**src/rtl/fct_pkg.sv**
```systemverilog
// ----------------------------------------------------------------------------
// fct_pkg
// Shared types, codes and constants for the four-channel cascade timer.
// ----------------------------------------------------------------------------
package fct_pkg;

    localparam int unsigned NUM_CH   = 4;
    localparam int unsigned CNT_W    = 16;
    localparam int unsigned CTRL_W   = 8;
    localparam int unsigned PHASE_W  = 10;

    localparam logic [CTRL_W-1:0] CTRL_KEEP = 8'hC7;
    localparam int unsigned CTRL_CNT_UP_BIT = 2;
    localparam int unsigned CTRL_IRQ_BIT    = 6;
    localparam int unsigned CTRL_START_BIT  = 7;

    typedef enum logic [2:0] {
        CMD_TICK      = 3'd0,
        CMD_WR_RELOAD = 3'd1,
        CMD_WR_CTRL   = 3'd2,
        CMD_RD_COUNT  = 3'd3,
        CMD_RD_CTRL   = 3'd4
    } t_cmd;

    // Bus beat as broadcast to every cell, already qualified by the accept.
    typedef struct packed {
        logic             tick;
        logic             wr_reload;
        logic             wr_ctrl;
        logic [CNT_W-1:0] data;
    } t_bus;

    // Prescaler phase mask for divide by 1, 64, 256, 1024.
    function automatic logic [PHASE_W-1:0] phase_mask(input logic [1:0] sel);
        logic [PHASE_W-1:0] m;
        begin
            case (sel)
                2'd0:    m = 10'h000;
                2'd1:    m = 10'h03F;
                2'd2:    m = 10'h0FF;
                default: m = 10'h3FF;
            endcase
            return m;
        end
    endfunction

endpackage

```
**src/rtl/fct_cell.sv**
```systemverilog
// ----------------------------------------------------------------------------
// fct_cell
// One timer channel: counter, reload, control and prescaler phase.
// ----------------------------------------------------------------------------
module fct_cell
    import fct_pkg::*;
(
    input  logic              i_clk,
    input  logic              i_rst_n,
    input  t_bus              i_bus,
    input  logic              i_sel,
    input  logic              i_first,
    input  logic              i_carry,
    output logic              o_carry,
    output logic              o_irq,
    output logic [CNT_W-1:0]  o_count,
    output logic [CTRL_W-1:0] o_ctrl
);

    logic [CNT_W-1:0]   r_count,  n_count;
    logic [CNT_W-1:0]   r_reload, n_reload;
    logic [CTRL_W-1:0]  r_ctrl,   n_ctrl;
    logic [PHASE_W-1:0] r_phase,  n_phase;

    logic               w_started;
    logic               w_cnt_up;
    logic [PHASE_W-1:0] w_phase_inc;
    logic               w_inc;
    logic               w_ovf;

    assign w_started   = r_ctrl[CTRL_START_BIT];
    // channel 0 has no upstream neighbor, so it always runs free
    assign w_cnt_up    = r_ctrl[CTRL_CNT_UP_BIT] & ~i_first;
    assign w_phase_inc = (r_phase + PHASE_W'(1)) & phase_mask(r_ctrl[1:0]);
    assign w_inc       = i_bus.tick & w_started &
                         (w_cnt_up ? i_carry : (w_phase_inc == '0));
    assign w_ovf       = w_inc & (r_count == {CNT_W{1'b1}});

    assign o_carry = w_ovf;
    assign o_irq   = w_ovf & r_ctrl[CTRL_IRQ_BIT];
    assign o_count = r_count;
    assign o_ctrl  = r_ctrl;

    always_comb begin
        n_count  = r_count;
        n_reload = r_reload;
        n_ctrl   = r_ctrl;
        n_phase  = r_phase;
        if (i_bus.tick) begin
            if (w_started && !w_cnt_up) begin
                n_phase = w_phase_inc;
            end
            if (w_ovf) begin
                n_count = r_reload;
            end else if (w_inc) begin
                n_count = r_count + CNT_W'(1);
            end
        end
        if (i_bus.wr_reload && i_sel) begin
            n_reload = i_bus.data;
        end
        if (i_bus.wr_ctrl && i_sel) begin
            n_ctrl  = i_bus.data[CTRL_W-1:0] & CTRL_KEEP;
            n_phase = '0;
            if (i_bus.data[CTRL_START_BIT] && !w_started) begin
                n_count = r_reload;
            end
        end
    end

    always_ff @(posedge i_clk) begin
        if (!i_rst_n) begin
            r_count  <= '0;
            r_reload <= '0;
            r_ctrl   <= '0;
            r_phase  <= '0;
        end else begin
            r_count  <= n_count;
            r_reload <= n_reload;
            r_ctrl   <= n_ctrl;
            r_phase  <= n_phase;
        end
    end

endmodule

```
**src/rtl/four_channel_cascade_timer.sv**
```systemverilog
// ----------------------------------------------------------------------------
// four_channel_cascade_timer
// Four cascadable 16-bit up-counting timers behind a small register bus.
// ----------------------------------------------------------------------------
// Usage:
//   Input channel (i_valid / o_ready) carries one beat per tick or bus access:
//   i_command selects tick, reload write, control write, counter read or
//   control read; i_channel picks the timer for accesses; i_write_data holds
//   write data.
//   Output channel (o_valid / i_ready) returns exactly one beat per input beat:
//   o_read_data holds the read value (zero for non-reads) and o_irq_pulses has
//   one bit per channel that overflowed with irq enabled during a tick.
//   The result is registered: it appears in the output register on the
//   clock after the input beat is taken. Throughput is one beat per cycle
//   when not stalled; o_ready is high whenever the output register is empty
//   or being drained, so a new beat is taken while the previous result is
//   handed over. When the receiver stalls with a result held, o_ready drops
//   and the block holds all timer state until the result is taken (ticks are
//   not lost, they simply wait upstream).
//   The four timer cells sit in a row; an overflow ripples from one cell to
//   the next within the same cycle, so a full cascade resolves in one tick.
//   Reset (i_rst_n low, synchronous) clears all counters, reload values,
//   control bits, prescaler phases and the output valid flag.
// ----------------------------------------------------------------------------
module four_channel_cascade_timer
    import fct_pkg::*;
(
    input  logic              i_clk,
    input  logic              i_rst_n,
    input  logic              i_valid,
    output logic              o_ready,
    input  logic [2:0]        i_command,
    input  logic [1:0]        i_channel,
    input  logic [CNT_W-1:0]  i_write_data,
    output logic              o_valid,
    input  logic              i_ready,
    output logic [CNT_W-1:0]  o_read_data,
    output logic [NUM_CH-1:0] o_irq_pulses
);

    logic                  r_valid;
    logic [CNT_W-1:0]      r_read_data,  n_read_data;
    logic [NUM_CH-1:0]     r_irq_pulses;

    logic                  w_fire;
    t_bus                  w_bus;
    logic [NUM_CH:0]       w_carry;
    logic [NUM_CH-1:0]     w_irq;
    logic [CNT_W-1:0]      w_count [NUM_CH];
    logic [CTRL_W-1:0]     w_ctrl  [NUM_CH];

    // Output register drains or is empty: take the next beat.
    assign o_ready = ~r_valid | i_ready;
    assign w_fire  = i_valid & o_ready;

    assign w_bus.tick      = w_fire & (i_command == CMD_TICK);
    assign w_bus.wr_reload = w_fire & (i_command == CMD_WR_RELOAD);
    assign w_bus.wr_ctrl   = w_fire & (i_command == CMD_WR_CTRL);
    assign w_bus.data      = i_write_data;

    // No cascade into the first channel.
    assign w_carry[0] = 1'b0;

    for (genvar k = 0; k < NUM_CH; k++) begin : g_cell
        fct_cell u_cell (
            .i_clk   (i_clk),
            .i_rst_n (i_rst_n),
            .i_bus   (w_bus),
            .i_sel   (i_channel == 2'(k)),
            .i_first (k == 0),
            .i_carry (w_carry[k]),
            .o_carry (w_carry[k+1]),
            .o_irq   (w_irq[k]),
            .o_count (w_count[k]),
            .o_ctrl  (w_ctrl[k])
        );
    end

    // Reads see state before this beat's update.
    always_comb begin
        case (i_command)
            CMD_RD_COUNT: n_read_data = w_count[i_channel];
            CMD_RD_CTRL:  n_read_data = {{(CNT_W-CTRL_W){1'b0}}, w_ctrl[i_channel]};
            default:      n_read_data = '0;
        endcase
    end

    always_ff @(posedge i_clk) begin
        if (!i_rst_n) begin
            r_valid <= 1'b0;
        end else if (o_ready) begin
            r_valid <= i_valid;
        end
    end

    always_ff @(posedge i_clk) begin
        if (w_fire) begin
            r_read_data  <= n_read_data;
            r_irq_pulses <= w_bus.tick ? w_irq : '0;
        end
    end

    assign o_valid      = r_valid;
    assign o_read_data  = r_read_data;
    assign o_irq_pulses = r_irq_pulses;

    // irq bits come only from ticks, read data only from reads
    a_irq_only_tick: assert property (@(posedge i_clk) disable iff (!i_rst_n)
        (w_fire && i_command != CMD_TICK) |=> (o_irq_pulses == '0))
        else $error("irq pulse on a non-tick beat");

    a_irq_no_data: assert property (@(posedge i_clk) disable iff (!i_rst_n)
        (o_valid && o_irq_pulses != '0) |-> (o_read_data == '0))
        else $error("irq pulse together with read data");

    a_ctrl_read_masked: assert property (@(posedge i_clk) disable iff (!i_rst_n)
        (w_fire && i_command == CMD_RD_CTRL) |=>
        (o_read_data[5:3] == 3'd0 && o_read_data[CNT_W-1:CTRL_W] == '0))
        else $error("control read shows unkept bits");

    a_beat_out: assert property (@(posedge i_clk) disable iff (!i_rst_n)
        w_fire |=> o_valid)
        else $error("accepted beat produced no result");

endmodule
```
**config.mk**
```make
export PLATFORM = sky130hd
export DESIGN_NAME = four_channel_cascade_timer
export DESIGN_NICKNAME = d
export VERILOG_FILES = /design/src/rtl/fct_pkg.sv /design/src/rtl/fct_cell.sv /design/src/rtl/four_channel_cascade_timer.sv
export SDC_FILE = /design/constraint.sdc
export NUM_CORES = 1
export LEC_CHECK = 0
export ABC_AREA = 1
export BUFFER_PORTS_ARGS = -buffer_cell sky130_fd_sc_hd__buf_2
export CORE_UTILIZATION = 50
export DETAILED_ROUTE_END_ITERATION = 7
export GPL_TIMING_DRIVEN = 0
export PLACE_DENSITY_LB_ADDON = 0.15
export RECOVER_POWER = 25
export SLEW_MARGIN = 20
export SYNTH_ARGS = -nofsm -noshare
export SYNTH_HDL_FRONTEND = slang
export SYNTH_SLANG_ARGS = --single-unit
```
**constraint.sdc**
```tcl
create_clock -name i_clk -period 2.9 [get_ports i_clk]
set_input_delay 0.725 -clock i_clk [delete_from_list [all_inputs] [get_ports i_clk]]
set_output_delay 0.725 -clock i_clk [all_outputs]
set_load 0.05 [all_outputs]
```
==> summary.txt <==
Diodes inserted -> 0
Max Clock Skew -> 0.01590 ns
Final WL -> 41880 µm
Antenna viol nets, final -> 0
Slowest cell on crit path -> nor4_4
1st-pass router iterations -> 6
Max_slew headroom -> 0.2569
Clock-pin slew on the worst setup and hold paths -> 0.06 ns
Most frequent CP cell -> nand2_8
Commonest register cell after synthesis -> dfxtp_1
CP endpoint kind -> flop
Fillers -> 2204
Total Routing Usage GR -> 0.3348
Synth area leaders -> dfxtp_1 32%, o21ai_0 11%, nand2_1 8.3%
Worst-Skew Late Latency -> 0.52 ns
PD cells -> 467.0 nW/µm²
Leakage -> 4.875 nW
Sequential fraction of the synthesis area -> 0.3736
Net count after synthesis -> 1758
Syn Area/Cell -> 6.804 µm²
Input/output buffers -> 45
Synth top area share -> 0.3224
Iteration-0 DRC Markers -> 1414
Asr flop ratio synth -> 0
EDFF count, synth -> 20
CTS sink cnt -> 209
Critical-path cell list -> nand2_8, nand2_8, nor4_4, inv_2, nor2_4, nand3_2, nor2_4, nand4_1, nand2_2, buf_6, nand2_8, clkinv_8, buf_8, nand3_1, nand3_1, o21ai_1, a21oi_1, nor2_1
PnR worst setup slack -> 0.03330 ns
DRC violations left -> 0
Status -> complete, no violations
Tmin final -> 2.867 ns
Peak supply drop -> 0.4860 mV
Die Y -> 155.2 µm
Largest area contributor in the netlist -> dfxtp_1
Final Hold Fails -> 0
Synth cell types -> 53
HPWL after DPL -> 29670 µm
Drt via density -> 5.949
Die Wd -> 155.2 µm
Vias in the first global route -> 11470
Gr ovfl total -> 0
Drt wl/cell -> 19.41 µm
# hold bufs at CTS -> 0
Hold Crit Depth -> 2
Synth warn -> 0
Required @ worst endpoint -> 3.31 ns
Initial antenna violation count -> 1
H-tree depth -> 1
Vias -> 12830
Synth Register Bits -> 209
FF-to-FF path depth -> 18
Final setup vio count -> 0
FP Rows -> 55
Max-Cap Viols -> 0
Worst Setup Start Kind -> flop
FMAX -> 0.3488 GHz
Initial Util -> 0.5137
Pre-CTS WS -> -1.128 ns
Hold WC Path Type -> reg -> reg
Total CTS buffers -> 24
CP Class -> reg -> reg
Synthesis-to-finish area growth -> 17.55%
CTS tree -> yes
Netlist Area Pre-Place -> 11740 µm²
Share of cells above drive strength 1 -> 0.09924
First-pass GRT wire length -> 62490 µm
Synth Instances -> 1725
Tcrit/Tclk final -> 0.9885
Setup TNS -> 0 ns
RSZ-0062 raised after global routing -> yes
Largest net degree at the start of global routing -> 21
GPL Wtd Cong -> 1.037
Slew Limit Fails -> 0
CTS Root Cell -> clkbuf_16
I/O pin count -> 47
Max FO, Critical Path -> 7
NumNets Final -> 1860
Clock buffer depth -> 3
Critical Path AT -> 3.28 ns
CORE AREA -> 22850 µm²
Worst path max stage delay -> 0.37 ns
Die Area -> 24090 µm²
Worst slew pin tran -> 1.113 ns
[logic make-up (layout without fill, tap and decap cells)]
group           after synthesis  in the layout  synth area share
simple gates                606            607            0.2296
compound gates              538            538            0.2538
buf+inv                     331            449            0.1096
flops                       209            209            0.3736
xor+xnor                     32             32           0.02388
fa+ha+maj                     8              8          0.008529
mux                           1              1         0.0009594
[worst max-delay path: cells and delay by family, from the launching register on]
family	cells	cell delay (ns)
DFF	1	0.36
and+or+nand+nor	12	1.70
AOI/OAI and AO/OA	2	0.20
buffers and inverters	4	0.51
[path summary, 6_finish.rpt]
kind | endpoint | from | slack [ns]
min reg2reg | g_cell[0].u_cell.r_reload[1] | g_cell[0].u_cell.r_reload[1] | 0.46
max reg2reg | g_cell[2].u_cell.o_count[3] | o_valid | 0.03
min | g_cell[0].u_cell.r_reload[1] | g_cell[0].u_cell.r_reload[1] | 0.46
max | g_cell[2].u_cell.o_count[3] | o_valid | 0.03
[cell usage in the layout, fill, tap and decap left out, types with 6 or more instances in the layout]
| cell type | instances |
|---|---|
| nand2_1 | 252 |
| o21ai_0 | 246 |
| inv_1 | 241 |
| dfxtp_1 | 180 |
| a21oi_1 | 161 |
| nor2_1 | 127 |
| clkbuf_1 | 94 |
| nand3_1 | 89 |
| nand4_1 | 34 |
| nor3_1 | 32 |
| xor2_1 | 30 |
| a31oi_1 | 27 |
| clkbuf_16 | 27 |
| buf_2 | 26 |
| buf_4 | 25 |
| edfxtp_1 | 20 |
| o211ai_1 | 17 |
| o22ai_1 | 12 |
| o221ai_1 | 12 |
| a221oi_1 | 11 |
| o21ai_1 | 11 |
| nor2_2 | 10 |
| a22oi_1 | 10 |
| nor4_1 | 10 |
| nand2_2 | 9 |
| nor2_4 | 9 |
| nand3_2 | 8 |
| a211oi_1 | 7 |
| clkbuf_8 | 6 |
[registers in the layout (all words and copies together), names as in the netlist]
register	cells
g_cell.u_cell.r_phase	40
g_cell.u_cell.o_count	64
g_cell.u_cell.r_reload	64
o_irq_pulses	4
o_valid	1
o_read_data	16
g_cell.u_cell.o_ctrl	20
[area by class of cell]
cell class                 count  area [µm²]  share of cell area
sequential                   209        4405              0.3193
inverter                     249       947.2             0.06866
clock buffer                  38       734.5             0.05324
timing repair buffer          75       491.7             0.03564
tap                          313       391.6             0.02839
clock inverter                 5       47.55            0.003446
buffer                        82       395.4             0.02866
multi-input combinational   1186        6382              0.4626
[where the power goes]
part           total (W)  internal [W]  switching [W]
logic           0.000423     0.0000985       0.000325
registers        0.00297       0.00295      0.0000224
clock network    0.00305       0.00181        0.00124
total            0.00644       0.00486        0.00159
[layer usage]
| metal | GRT usage | wire [µm] | vias to the layer above |
|---|---|---|---|
| met5 | 0 | 14 | - |
| met4 | 0.1340 | 1686 | 2 |
| met3 | 0.07075 | 4548 | 122 |
| met2 | 0.5232 | 18360 | 681 |
| met1 | 0.4506 | 17270 | 5951 |
| li1 | - | - | 6077 |
[Yosys cell counts, types with 5 or more instances]
| master | count |
|---|---|
| a221oi_1 | 11 |
| o221ai_1 | 12 |
| buf_4 | 6 |
| inv_1 | 242 |
| nand3_1 | 96 |
| ha_1 | 8 |
| nand4_1 | 34 |
| a21oi_1 | 166 |
| nor4_1 | 14 |
| nand2_1 | 259 |
| dfxtp_1 | 189 |
| o21ai_0 | 248 |
| o21ai_1 | 11 |
| xor2_1 | 30 |
| a22o_1 | 5 |
| a211oi_1 | 7 |
| a31oi_1 | 27 |
| nand2_2 | 5 |
| a22oi_1 | 10 |
| o211ai_1 | 17 |
| clkbuf_1 | 68 |
| edfxtp_1 | 20 |
| nor2_1 | 143 |
| o22ai_1 | 12 |
| nor3_1 | 32 |
[through the flow]
| step | instance area, µm² | power (W) | hold slack, ns | std cells | util |
|---|---|---|---|---|---|
| 2_1_floorplan | 11750 | 0.003260 | 0.4337 | 1725 | - |
| 3_3_place_gp | 12370 | 0.003415 | 0.4481 | 2083 | 0.5413 |
| 3_5_place_dp | 12370 | 0.003419 | 0.4531 | 2083 | 0.5413 |
| 4_1_cts | 13220 | 0.006423 | 0.4601 | 2129 | 0.5785 |
| 5_1_grt | 13800 | 0.006599 | 0.4765 | 2157 | 0.6038 |
| 6_report | 13800 | 0.006443 | 0.4623 | 2157 | 0.6038 |
[timing repair]
action | 4_1_cts | 5_1_grt
cloned | 0 | 3
gates resized for setup | 13 | 91
pin swaps | 4 | 22
setup buffers | 3 | 25
endpoints found under the setup margin | 67 | 71
Note: power is estimated with default switching activity, not from simulation.
